File: src/moving_average_filter_assert.svh
// ----------------------------------------------------------------------------
// Moving average filter assertion macros
// Concurrent assertion helpers clocked on clk and disabled during arst_n.
// ----------------------------------------------------------------------------
`ifndef MOVING_AVERAGE_FILTER_ASSERT_SVH
`define MOVING_AVERAGE_FILTER_ASSERT_SVH
`ifndef SYNTHESIS
`define MAF_ASSERT_IMPL(label, ante, cons, msg) \
	label: assert property (@(posedge clk) disable iff (!arst_n) (ante) |-> (cons)) \
		else $error(msg);
`define MAF_ASSERT_NEXT(label, ante, cons, msg) \
	label: assert property (@(posedge clk) disable iff (!arst_n) (ante) |=> (cons)) \
		else $error(msg);
`else
`define MAF_ASSERT_IMPL(label, ante, cons, msg)
`define MAF_ASSERT_NEXT(label, ante, cons, msg)
`endif
`endif

File: src/maf_pkg.sv
// ----------------------------------------------------------------------------
// Moving average filter package
// Shared constants, register map and sequencer states.
// ----------------------------------------------------------------------------
`default_nettype none

package maf_pkg;

	localparam int MAX_WINDOW_DEF  = 64;
	localparam int SAMPLE_BITS_DEF = 16;

	localparam int WIN_BITS  = 7;
	localparam int APB_AW    = 3;
	localparam int APB_DW    = 32;

	localparam logic [WIN_BITS-1:0] WINDOW_RESET = 7'd4;
	localparam logic [APB_AW-1:0]   ADDR_WINDOW  = 3'h0;

	typedef enum logic [2:0] {
		ST_IDLE,
		ST_SUM,
		ST_START,
		ST_DIV,
		ST_HOLD
	} back_state_t;

endpackage

`default_nettype wire

File: src/maf_ram.sv
// ----------------------------------------------------------------------------
// Generic single-port-write RAM
// One write port and one read port with registered read data.
// ----------------------------------------------------------------------------
`default_nettype none

module maf_ram #(
	parameter int WIDTH = 16,
	parameter int DEPTH = 64,
	parameter int AW    = (DEPTH > 1) ? $clog2(DEPTH) : 1
) (
	input  wire logic             clk,
	input  wire logic             we,
	input  wire logic [AW-1:0]    waddr,
	input  wire logic [WIDTH-1:0] wdata,
	input  wire logic             re,
	input  wire logic [AW-1:0]    raddr,
	output logic      [WIDTH-1:0] rdata
);

	logic [WIDTH-1:0] mem_q [DEPTH];

	always_ff @(posedge clk) begin
		if (we) begin
			mem_q[waddr] <= wdata;
		end
		if (re) begin
			rdata <= mem_q[raddr];
		end
	end

endmodule

`default_nettype wire

File: src/maf_front.sv
// ----------------------------------------------------------------------------
// Moving average filter front end
// Accept input transactions into a two-entry queue towards the back end.
// ----------------------------------------------------------------------------
`default_nettype none

module maf_front
	import maf_pkg::*;
#(
	parameter int SAMPLE_BITS = SAMPLE_BITS_DEF,
	parameter int TDATA_BITS  = ((SAMPLE_BITS + 7) / 8) * 8
) (
	input  wire logic                   clk,
	input  wire logic                   arst_n,
	input  wire logic                   s_tvalid,
	output logic                        s_tready,
	input  wire logic [TDATA_BITS-1:0]  s_tdata,
	input  wire logic                   s_tlast,
	output logic                        q_valid,
	input  wire logic                   q_ready,
	output logic [SAMPLE_BITS-1:0]      q_sample,
	output logic                        q_last
);

	logic [SAMPLE_BITS-1:0] sample_q [2];
	logic                   last_q   [2];
	logic                   wr_ptr_q;
	logic                   rd_ptr_q;
	logic [1:0]             count_q;
	logic                   push;
	logic                   pop;

	assign s_tready = (count_q != 2'd2);
	assign q_valid  = (count_q != 2'd0);
	assign push     = s_tvalid & s_tready;
	assign pop      = q_valid & q_ready;
	assign q_sample = sample_q[rd_ptr_q];
	assign q_last   = last_q[rd_ptr_q];

	always_ff @(posedge clk) begin
		if (push) begin
			sample_q[wr_ptr_q] <= s_tdata[SAMPLE_BITS-1:0];
			last_q[wr_ptr_q]   <= s_tlast;
		end
	end

	always_ff @(posedge clk or negedge arst_n) begin
		if (!arst_n) begin
			wr_ptr_q <= 1'b0;
			rd_ptr_q <= 1'b0;
			count_q  <= 2'd0;
		end else begin
			if (push) begin
				wr_ptr_q <= ~wr_ptr_q;
			end
			if (pop) begin
				rd_ptr_q <= ~rd_ptr_q;
			end
			if (push && !pop) begin
				count_q <= count_q + 2'd1;
			end else if (pop && !push) begin
				count_q <= count_q - 2'd1;
			end
		end
	end

endmodule

`default_nettype wire

File: src/maf_div.sv
// ----------------------------------------------------------------------------
// Moving average filter divider
// Radix-2 restoring division of a signed sum by an unsigned count,
// truncating toward zero.
// ----------------------------------------------------------------------------
`default_nettype none

module maf_div #(
	parameter int SUM_BITS = 22,
	parameter int CNT_BITS = 7
) (
	input  wire logic                       clk,
	input  wire logic                       arst_n,
	input  wire logic                       start,
	input  wire logic signed [SUM_BITS-1:0] dividend,
	input  wire logic [CNT_BITS-1:0]        divisor,
	output logic                            done,
	output logic [SUM_BITS-1:0]             quotient
);

	localparam int STEP_BITS = $clog2(SUM_BITS + 1);

	logic                  busy_q;
	logic                  fix_q;
	logic                  done_q;
	logic                  neg_q;
	logic [STEP_BITS-1:0]  step_q;
	logic [CNT_BITS-1:0]   rem_q;
	logic [CNT_BITS-1:0]   div_q;
	logic [SUM_BITS-1:0]   quo_q;
	logic [CNT_BITS:0]     trial;
	logic                  fits;

	assign trial    = {rem_q, quo_q[SUM_BITS-1]};
	assign fits     = (trial >= {1'b0, div_q});
	assign done     = done_q;
	assign quotient = quo_q;

	always_ff @(posedge clk) begin
		if (start) begin
			quo_q <= dividend[SUM_BITS-1] ? (~dividend + 1'b1) : dividend;
			rem_q <= '0;
			div_q <= divisor;
			neg_q <= dividend[SUM_BITS-1];
		end else if (busy_q) begin
			quo_q <= {quo_q[SUM_BITS-2:0], fits};
			rem_q <= fits ? CNT_BITS'(trial - {1'b0, div_q}) : trial[CNT_BITS-1:0];
		end else if (fix_q) begin
			quo_q <= neg_q ? (~quo_q + 1'b1) : quo_q;
		end
	end

	always_ff @(posedge clk or negedge arst_n) begin
		if (!arst_n) begin
			busy_q <= 1'b0;
			fix_q  <= 1'b0;
			done_q <= 1'b0;
			step_q <= '0;
		end else begin
			done_q <= fix_q;
			fix_q  <= 1'b0;
			if (start) begin
				busy_q <= 1'b1;
				step_q <= STEP_BITS'(SUM_BITS);
			end else if (busy_q) begin
				step_q <= step_q - 1'b1;
				if (step_q == STEP_BITS'(1)) begin
					busy_q <= 1'b0;
					fix_q  <= 1'b1;
				end
			end
		end
	end

endmodule

`default_nettype wire

File: src/maf_back.sv
// ----------------------------------------------------------------------------
// Moving average filter back end
// Store each sample in the history ring, sum the newest samples of the
// window, divide by their number and present the result.
// ----------------------------------------------------------------------------
`default_nettype none

module maf_back
	import maf_pkg::*;
#(
	parameter int MAX_WINDOW  = MAX_WINDOW_DEF,
	parameter int SAMPLE_BITS = SAMPLE_BITS_DEF
) (
	input  wire logic                   clk,
	input  wire logic                   arst_n,
	input  wire logic [WIN_BITS-1:0]    window,
	input  wire logic                   q_valid,
	output logic                        q_ready,
	input  wire logic [SAMPLE_BITS-1:0] q_sample,
	input  wire logic                   q_last,
	output logic                        busy,
	output logic                        m_valid,
	input  wire logic                   m_ready,
	output logic [SAMPLE_BITS-1:0]      m_average,
	output logic                        m_last
);

	localparam int LOG_W     = (MAX_WINDOW > 1) ? $clog2(MAX_WINDOW) : 0;
	localparam int ADDR_BITS = (MAX_WINDOW > 1) ? LOG_W : 1;
	localparam int CNT_BITS  = $clog2(MAX_WINDOW + 1);
	localparam int SUM_BITS  = SAMPLE_BITS + LOG_W;
	localparam int WB        = (CNT_BITS > WIN_BITS) ? CNT_BITS : WIN_BITS;

	back_state_t state_q, state_d;

	logic [CNT_BITS-1:0]        held_q;
	logic [ADDR_BITS-1:0]       wp_q;
	logic [CNT_BITS-1:0]        n_q;
	logic [CNT_BITS-1:0]        iss_q;
	logic [CNT_BITS-1:0]        rcv_q;
	logic [ADDR_BITS-1:0]       addr_q;
	logic                       rvalid_q;
	logic signed [SUM_BITS-1:0] sum_q;
	logic                       last_q;
	logic                       out_valid_q;
	logic [SAMPLE_BITS-1:0]     out_avg_q;
	logic                       out_last_q;

	logic [WB-1:0]              win_ext;
	logic [CNT_BITS-1:0]        eff;
	logic [CNT_BITS-1:0]        held_new;
	logic [CNT_BITS-1:0]        n_new;
	logic [ADDR_BITS-1:0]       wp_next;
	logic [ADDR_BITS-1:0]       addr_prev;
	logic                       pop;
	logic                       issue;
	logic                       out_free;
	logic                       load_out;
	logic                       div_start;
	logic                       div_done;
	logic [SUM_BITS-1:0]        div_quo;
	logic [SAMPLE_BITS-1:0]     rdata;
	logic signed [SAMPLE_BITS-1:0] rdata_s;

	assign win_ext   = WB'(window);
	assign eff       = (win_ext == '0) ? CNT_BITS'(1)
		: (win_ext > WB'(MAX_WINDOW)) ? CNT_BITS'(MAX_WINDOW) : CNT_BITS'(win_ext);
	assign held_new  = (held_q == CNT_BITS'(MAX_WINDOW)) ? held_q : held_q + 1'b1;
	assign n_new     = (eff < held_new) ? eff : held_new;
	assign wp_next   = (wp_q == ADDR_BITS'(MAX_WINDOW - 1)) ? '0 : wp_q + 1'b1;
	assign addr_prev = (addr_q == '0) ? ADDR_BITS'(MAX_WINDOW - 1) : addr_q - 1'b1;

	assign q_ready   = (state_q == ST_IDLE);
	assign pop       = q_valid & q_ready;
	assign issue     = (state_q == ST_SUM) && (iss_q != n_q);
	assign out_free  = !out_valid_q || m_ready;
	assign rdata_s   = rdata;
	assign busy      = (state_q != ST_IDLE);
	assign m_valid   = out_valid_q;
	assign m_average = out_avg_q;
	assign m_last    = out_last_q;

	maf_ram #(
		.WIDTH (SAMPLE_BITS),
		.DEPTH (MAX_WINDOW),
		.AW    (ADDR_BITS)
	) u_hist (
		.clk   (clk),
		.we    (pop),
		.waddr (wp_q),
		.wdata (q_sample),
		.re    (issue),
		.raddr (addr_q),
		.rdata (rdata)
	);

	maf_div #(
		.SUM_BITS (SUM_BITS),
		.CNT_BITS (CNT_BITS)
	) u_div (
		.clk      (clk),
		.arst_n   (arst_n),
		.start    (div_start),
		.dividend (sum_q),
		.divisor  (n_q),
		.done     (div_done),
		.quotient (div_quo)
	);

	always_comb begin
		state_d   = state_q;
		div_start = 1'b0;
		load_out  = 1'b0;
		unique case (state_q)
			ST_IDLE: begin
				if (q_valid) begin
					state_d = ST_SUM;
				end
			end
			ST_SUM: begin
				if (rvalid_q && (rcv_q + 1'b1 == n_q)) begin
					state_d = ST_START;
				end
			end
			ST_START: begin
				div_start = 1'b1;
				state_d   = ST_DIV;
			end
			ST_DIV: begin
				if (div_done) begin
					state_d = ST_HOLD;
				end
			end
			ST_HOLD: begin
				if (out_free) begin
					load_out = 1'b1;
					state_d  = ST_IDLE;
				end
			end
			default: begin
				state_d = ST_IDLE;
			end
		endcase
	end

	always_ff @(posedge clk or negedge arst_n) begin
		if (!arst_n) begin
			state_q     <= ST_IDLE;
			held_q      <= '0;
			wp_q        <= '0;
			rvalid_q    <= 1'b0;
			out_valid_q <= 1'b0;
		end else begin
			state_q  <= state_d;
			rvalid_q <= issue;
			if (pop) begin
				held_q <= q_last ? '0 : held_new;
				wp_q   <= q_last ? '0 : wp_next;
			end
			if (load_out) begin
				out_valid_q <= 1'b1;
			end else if (m_ready) begin
				out_valid_q <= 1'b0;
			end
		end
	end

	always_ff @(posedge clk) begin
		if (pop) begin
			n_q    <= n_new;
			iss_q  <= '0;
			rcv_q  <= '0;
			addr_q <= wp_q;
			sum_q  <= '0;
			last_q <= q_last;
		end else begin
			if (issue) begin
				iss_q  <= iss_q + 1'b1;
				addr_q <= addr_prev;
			end
			if (rvalid_q) begin
				sum_q <= sum_q + SUM_BITS'(rdata_s);
				rcv_q <= rcv_q + 1'b1;
			end
		end
		if (load_out) begin
			out_avg_q  <= div_quo[SAMPLE_BITS-1:0];
			out_last_q <= last_q;
		end
	end

endmodule

`default_nettype wire

File: src/moving_average_filter.sv
// ----------------------------------------------------------------------------
// Moving average filter
// Causal moving average over signed samples with an APB window register.
// ----------------------------------------------------------------------------
// Each sample yields one average of the newest n held samples, n being the
// smaller of the samples held since the last clear and the window register
// (0 reads as 1, values above MAX_WINDOW saturate). A sample with tlast set
// empties the history after its own average. One sample occupies the back
// end for n reads through the single history RAM read port, then for one
// quotient bit per cycle in the serial divider. The back end takes the next
// sample only from its idle state, so it does not start a sample before it
// is through with the last one. A two-entry queue takes new samples while
// the back end works, and the output register holds a result until it is
// taken.
`default_nettype none

module moving_average_filter
	import maf_pkg::*;
#(
	parameter int MAX_WINDOW  = MAX_WINDOW_DEF,
	parameter int SAMPLE_BITS = SAMPLE_BITS_DEF,
	parameter int TDATA_BITS  = ((SAMPLE_BITS + 7) / 8) * 8
) (
	input  wire logic                  clk,
	input  wire logic                  arst_n,
	// APB register port
	input  wire logic                  psel,
	input  wire logic                  penable,
	input  wire logic                  pwrite,
	input  wire logic [APB_AW-1:0]     paddr,
	input  wire logic [APB_DW-1:0]     pwdata,
	output logic      [APB_DW-1:0]     prdata,
	output logic                       pready,
	// input stream
	input  wire logic                  s_tvalid,
	output logic                       s_tready,
	input  wire logic [TDATA_BITS-1:0] s_tdata,  // sample
	input  wire logic                  s_tlast,
	// output stream
	output logic                       m_tvalid,
	input  wire logic                  m_tready,
	output logic      [TDATA_BITS-1:0] m_tdata,  // average
	output logic                       m_tlast
);

	logic [WIN_BITS-1:0]    window_q;
	logic                   q_valid;
	logic                   q_ready;
	logic [SAMPLE_BITS-1:0] q_sample;
	logic                   q_last;
	logic                   back_busy;
	logic [SAMPLE_BITS-1:0] m_average;

	assign pready  = 1'b1;
	assign prdata  = (paddr == ADDR_WINDOW) ? APB_DW'(window_q) : '0;
	assign m_tdata = TDATA_BITS'(m_average);

	always_ff @(posedge clk or negedge arst_n) begin
		if (!arst_n) begin
			window_q <= WINDOW_RESET;
		end else if (psel && penable && pwrite && pready && (paddr == ADDR_WINDOW)) begin
			window_q <= pwdata[WIN_BITS-1:0];
		end
	end

	maf_front #(
		.SAMPLE_BITS (SAMPLE_BITS),
		.TDATA_BITS  (TDATA_BITS)
	) u_front (
		.clk      (clk),
		.arst_n   (arst_n),
		.s_tvalid (s_tvalid),
		.s_tready (s_tready),
		.s_tdata  (s_tdata),
		.s_tlast  (s_tlast),
		.q_valid  (q_valid),
		.q_ready  (q_ready),
		.q_sample (q_sample),
		.q_last   (q_last)
	);

	maf_back #(
		.MAX_WINDOW  (MAX_WINDOW),
		.SAMPLE_BITS (SAMPLE_BITS)
	) u_back (
		.clk       (clk),
		.arst_n    (arst_n),
		.window    (window_q),
		.q_valid   (q_valid),
		.q_ready   (q_ready),
		.q_sample  (q_sample),
		.q_last    (q_last),
		.busy      (back_busy),
		.m_valid   (m_tvalid),
		.m_ready   (m_tready),
		.m_average (m_average),
		.m_last    (m_tlast)
	);

`include "moving_average_filter_assert.svh"

	`MAF_ASSERT_NEXT(a_pop_starts_work, q_valid && q_ready, back_busy,
		"back end idle after taking a queued transaction")
	`MAF_ASSERT_IMPL(a_busy_needs_item, $rose(back_busy), $past(q_valid),
		"back end started without a queued transaction")
	`MAF_ASSERT_IMPL(a_result_from_work, $rose(m_tvalid), $past(back_busy),
		"result presented without back end work")

endmodule

`default_nettype wire
File: config.mk
export PLATFORM = sky130hd
export DESIGN_NAME = moving_average_filter
export DESIGN_NICKNAME = d
export VERILOG_FILES = /design/src/maf_pkg.sv /design/src/maf_ram.sv /design/src/maf_front.sv /design/src/maf_div.sv /design/src/maf_back.sv /design/src/moving_average_filter.sv
export VERILOG_INCLUDE_DIRS = /design/src /design/src/src
export SDC_FILE = /design/constraint.sdc
export NUM_CORES = 1
export LEC_CHECK = 0
export ABC_AREA = 1
export BUFFER_PORTS_ARGS = -buffer_cell sky130_fd_sc_hd__buf_2
export CELL_PAD_IN_SITES_DETAIL_PLACEMENT = 0
export CELL_PAD_IN_SITES_GLOBAL_PLACEMENT = 2
export CORE_MARGIN = 3
export CORE_UTILIZATION = 46
export DETAILED_ROUTE_END_ITERATION = 12
export PLACE_DENSITY = 0.85
export SYNTH_ARGS = -nofsm -noshare
export SYNTH_HDL_FRONTEND = slang
export SYNTH_SLANG_ARGS = --single-unit
File: constraint.sdc
create_clock -name clk -period 6.9 [get_ports clk]
set_clock_uncertainty 0.15 [all_clocks]
set_input_delay 0.345 -clock clk [delete_from_list [all_inputs] [get_ports clk]]
set_output_delay 0.345 -clock clk [all_outputs]
set_load 0.005 [all_outputs]
### Word level (Yosys, flattened, before mapping)

Memories as Yosys holds them, arrays and structs flattened. A register that Yosys moved wholly into a read port is not among the register bits.
Cells that the tools add are included.

* flip-flop bits (word level): 141
* RAM bits: 1058
* input port bits: 59
* output and inout bits: 52
* logic and storage cells: 128
* memories: 3

* add/sub/neg operators: 12
* magnitude comparators: 3
* eq/ne operators: 14
* mux-type cells: 41
* bitwise gates (word level): 6
* reduce and logical (&&, ||, !) cells: 24

Memories
* u_back.u_hist.mem_q: depth 64, bits a word 16, read ports 1, clocked after memory_dff 1, write ports 1, RTL line maf_ram.sv:21 `logic [WIDTH-1:0] mem_q [DEPTH];`
* u_front.sample_q: depth 2, bits a word 16, read ports 1, clocked after memory_dff 0, write ports 1, RTL line maf_front.sv:25 `logic [SAMPLE_BITS-1:0] sample_q [2];`
* u_front.last_q: depth 2, bits a word 1, read ports 1, clocked after memory_dff 0, write ports 1, RTL line maf_front.sv:26 `logic last_q [2];`

Operators by type and width (number)
* 22-bit two-way mux: 5
* 7-bit two-way mux: 7
* 22-bit by 1-bit adder with 22-bit output, second input constant: 2
* 22-bit NOT: 2
* 6-bit two-way mux: 5
* 22-bit by 16-bit adder with 22-bit output: 1
* 7-bit by 1-bit adder with 7-bit output, second input constant: 3
* 1-bit two-way mux: 15
* 3-bit one-hot mux with 5 select lines: 1
* 3-bit two-way mux: 4
* 5-bit two-way mux: 2
* 2-bit nonzero test: 5
* 8-bit by 7-bit greater-or-equal comparator with 1-bit output: 1
* 7-bit == test: 1
* 7-bit == test, second input constant: 1
* 7-bit greater-than comparator, second input constant: 1
* 1-bit logical AND: 7
* 7-bit zero test: 1
* 7-bit less-than comparator: 1
* 7-bit inequality test: 1
* 7-bit subtractor: 1
* 6-bit by 1-bit adder with 6-bit output, second input constant: 1
* 3-bit by 2-bit == test with 1-bit output, second input constant: 2
* 6-bit == test, second input constant: 1
* 19 further kinds: 29

### Longest topological paths before layout

* depth after elaboration: 6
* depth in mapped cells: 15
* mapped depth without buffers: 15

### Cells and area by module

Synthesis repeated with hierarchy kept, for this count alone.

* cell total of the unflattened synthesis: 4965
* area, all modules: 53388.7 µm²

Modules (own cells, without submodules)
* maf_ram: instances 1, cells an instance 3517, area each 42259.3 µm², sequential area each 31230.0 µm²
* maf_back: instances 1, cells an instance 744, area each 5496.5 µm², sequential area each 2102.0 µm²
* maf_div: instances 1, cells an instance 508, area each 3500.9 µm², sequential area each 1241.2 µm²
* maf_front: instances 1, cells an instance 117, area each 1520.2 µm², sequential area each 1121.1 µm²
* moving_average_filter: instances 1, cells an instance 79, area each 611.8 µm², sequential area each 176.4 µm²

### Worst setup path after synthesis

No wires, ideal clock.

* kind: reg-to-reg
* start point: register u_back.held_q[0]
* end point: register u_back.n_q[0], data pin
* library setup time: 254 ps
* data arrival time: 2489 ps
* data required time: 6496 ps
* setup slack: 4007 ps
* cell stages (with the launch flop): 16
* path buffers: 0
* clock period less this slack: 2893 ps
* path through: dfrtp_1 -> ha_1 -> nand2_1 -> nor2_1 -> inv_1 -> nor2_1 -> inv_1 -> nor2_1 -> xor2_1 -> ha_1 -> nand2_1 -> nor2_1 -> a211oi_1 -> nand2_1 -> nand2_1 -> nand2_1

* word-level cells in the longest chain between the ends: 4
* elaborated cells between the ends (all ways): 5

Ends and longest elaborated chain
* from (decl): RTL line maf_back.sv:36 `logic [CNT_BITS-1:0] held_q;`
* from (signal assigned): RTL line maf_back.sv:157 `held_q <= q_last ? '0 : held_new;`
* 7-bit by 1-bit adder with 7-bit output / 7-bit == test (equally long branches): RTL line maf_back.sv:68 `assign held_new = (held_q == CNT_BITS'(MAX_WINDOW)) ? held_q : held_q + 1'b1;`
* 7-bit two-way mux *: RTL line maf_back.sv:68
* 7-bit less-than comparator: RTL line maf_back.sv:69 `assign n_new = (eff < held_new) ? eff : held_new;`
* 7-bit two-way mux *: RTL line maf_back.sv:69
* via u_back.n_new[0]: RTL line maf_back.sv:52 `logic [CNT_BITS-1:0] n_new;`
* to (signal assigned): RTL line maf_back.sv:170 `n_q <= n_new;`
* to (decl): RTL line maf_back.sv:38 `logic [CNT_BITS-1:0] n_q;`

Mark *: on every way through the listed nets, which the timed path passes. The rest lies on a longest branch.
A chain may end at the register's enable or synchronous reset.

### Worst setup path in the final report

* start point: register u_back.state_q[0]
* end point: memory u_back.u_hist.mem_q[29][4], enable pin

* word-level cells in the longest chain between the ends: 4

Ends and longest elaborated chain
* from (decl): RTL line maf_back.sv:34 `back_state_t state_q, state_d;`
* from (signal assigned): RTL line maf_back.sv:154 `state_q <= state_d;`
* 3-bit zero test: RTL line maf_back.sv:73 `assign q_ready = (state_q == ST_IDLE);`
* 1-bit AND: RTL line maf_back.sv:74 `assign pop = q_valid & q_ready;`
* 1-bit two-way mux: RTL line maf_ram.sv:24 `if (we) begin`
* 1-bit two-way mux (not written as such): RTL line maf_ram.sv:25 `mem_q[waddr] <= wdata;`
* to (decl): RTL line maf_ram.sv:21

Every way passes these cells.

==> run summary <==
outcome: complete, no violations
total iterations of the first detailed-routing run: 5
Filler Cell Count: 9832
synth warn: 0
fraction of final layout cells with drive strength greater than 1: 8.52%
H-tree Lvls: 4
clk sink count: 1215
Post-synth top cells: edfxtp_1 (1135), nor2_1 (760), nand2_1 (647), o21ai_0 (416), nand3_1 (237)
Primary FF master, synth: edfxtp_1
number of global-route vias before repair: 32300
Yosys cell types: 48
clk root buf: clkbuf_16
grt total ovfl: 0
CP max FO: 40
Row Count: 122
CTS tree: yes
Startpoint Class: flop
number of port buffers: 59
Worst VDD drop: 0.441 mV
post-route ant nets: 0
critical path capture point type: flop
Final #Nets: 4722
Async SR Flop Fraction: 3.05%
met3 wire len: 9040 um
mean routed wirelength per cell: 21.8 um
Hold Path Class: in2reg
post-synthesis sequential area ratio: 69.3%
worst slew pin tran: 970 ps
Max-cap violations: 0
Avg Inst Size Synth: 11.5 um^2
register area: 35900 um^2
footprint of the multi-input gates: 13700 um^2
post-synth top area cell: edfxtp_1
top cells by area, synth: edfxtp_1 (66%), nor2_1 (5.5%), nand2_1 (4.7%)
I/O pin count: 111
die area: 117000 um^2
first-pass GRT wire length: 202000 um
Cells after Synth: 4518
Max clock buf depth: 3
fin. max-slew vios: 0
Setup CP Type: reg2reg
largest net degree at the start of global routing: 179
final hold vios: 0
Slew headroom: 35.2%
clk_lat worst skew: 740 ps
Pwr per Cell Area: 466 nW/um^2
top routing layer used: met4
Post-CTS Setup Repair Bufs: 0
reg2reg start: u_back.state_q[0]$_DFFE_PN0P_
dpl hpwl: 75000 um
gpl congestion: 0.796
CTS clk-pin slew, worst paths: 50 ps
final setup violation count: 0
routed vias: 34200
Die Width: 341 um
cts repair resizes: 0
Initial Utilization: 46.6%
RSZ-0062 raised after global routing: no
initial DRC count: 3119
Hold Crit Start: penable
# diodes: 0
M1 WL: 57400 um
cts bufs inserted: 132
Critical path origin: u_back.state_q[0]$_DFFE_PN0P_
hold_buf cts: 39
core area: 111000 um^2
DR vias/cell: 5.51
Mapped Area: 51800 um^2
Yosys top cell area share: 65.8%
Routed WL: 136000 um
Setup TNS: 0 ps
WHS: 43.2 ps
chip height: 341 um
Tmin final: 3940 ps
leakage: 20.5 nW
Max Fclk: 0.254 GHz
initial antenna violation count: 1
# DRC: 0
Tcrit/Tclk final: 57.1%
Critical Path RT: 7180 ps
Synth Register Bits: 1215
Met2 Wirelength: 64300 um
top-count cell post-synth: edfxtp_1
Tot GR Track Use: 23.0%
CP arrival: 4220 ps
EDFF count, synth: 1135
area grow syn2layout: 12.2%
## kinds of logic after synthesis
family,share of synthesized area (%)
and+or+nand+nor,13.6
xor gates and xnor gates,0.694
other,0.0145
DFF,69.3
buffers and inverters,4.56
adders and majority gates,1.19
AOI/OAI and AO/OA,10.6
## worst max-delay path: stages, from the launching register on
cell and delay, ps:
dfrtp_1 400, nor2_1 180, o211ai_1 110, buf_4 310
inv_1 120, buf_4 450, nand4_1 690, nor2_1 860
buf_4 310
## stage by stage
stage               cells  total power [W]  utilization (%)  cell area [um^2]  setup WS, ps
floorplan            4542           0.0170                -             51900          4010
global placement     5929           0.0203             48.1             53500          2940
detailed placement   5929           0.0204             48.1             53500          2940
CTS                  6204           0.0273             52.2             58100          2930
global route         6205           0.0288             52.3             58100          2800
finish               6205           0.0271             52.3             58100          2960
## metal layers
metal  up-vias  track usage (%)
met5         -                0
met4         0             8.81
met3       240             4.45
met2      1031             37.1
met1     16700             31.1
li1      16200                -
## where the power goes
part           switching [W]  total [W]  internal (W)
logic                0.00733    0.00997       0.00264
clock network        0.00288    0.00685       0.00397
registers           0.000527     0.0103       0.00973
total                 0.0107     0.0271        0.0163
## registers in the layout, summed over array words and instances (netlist names), 7 cells and up
| signal | flops |
|---|---|
| u_back.m_average | 16 |
| window_q | 7 |
| u_back.iss_q | 7 |
| u_back.n_q | 7 |
| u_back.u_div.rem_q | 7 |
| u_back.u_div.quotient | 22 |
| u_back.held_q | 7 |
| u_back.sum_q | 22 |
| u_back.u_hist.rdata | 16 |
| u_back.u_hist.mem_q | 1024 |
| u_front.sample_q | 32 |
| u_back.u_div.div_q | 7 |
| u_back.rcv_q | 7 |
## final timing paths
path | end | slack [ps] | depth (start not counted)
worst max-delay path | u_back.u_hist.mem_q[29][4]$_DFFE_PP_ | 2960 | 8
worst max register to register | u_back.u_hist.mem_q[29][4]$_DFFE_PP_ | 2960 | 8
worst min-delay path | window_q[6]$_DFFE_PN0P_ | 40 | 4
max in group asynchronous | u_front.wr_ptr_q$_DFFE_PN0P_ | 6020 | 3
min in group asynchronous | u_back.m_valid$_DFFE_PN0P_ | 110 | 3
worst min register to register | u_back.u_div.done$_DFF_PN0_ | 250 | 0
## area by class of cell
| cell class | instances | share of cell area, % |
|---|---|---|
| inverter | 225 | 1.48 |
| multi-input combinational | 2830 | 23.6 |
| clock inverter | 68 | 1.24 |
| clock buffer | 168 | 5.98 |
| timing repair buffer | 211 | 2.75 |
| sequential | 1215 | 61.8 |
| tap | 1488 | 3.21 |
## cell usage in the layout (no fill, tap or decap), types with 20 or more instances in the layout
cell / synthesis / final
buf_2: 63 / 59
o21ai_1: 156 / 156
buf_4: 54 / 108
nand4_1: 47 / 47
edfxtp_1: 1135 / 1135
o21ai_0: 416 / 416
dfxtp_1: 43 / 43
o211ai_1: 114 / 114
dlygate4sd3_1: 0 / 39
clkinv_1: 3 / 22
nand3_1: 237 / 237
clkbuf_1: 108 / 34
clkbuf_16: 0 / 133
nand2_1: 647 / 631
a21oi_1: 118 / 118
inv_1: 217 / 217
nor2_1: 760 / 754
xor2_1: 33 / 33
dfrtp_1: 36 / 36
o22ai_1: 110 / 110
ha_1: 46 / 46
clkinv_2: 1 / 20
conb_1: 2 / 26
Power figures use the tool's default switching activity.
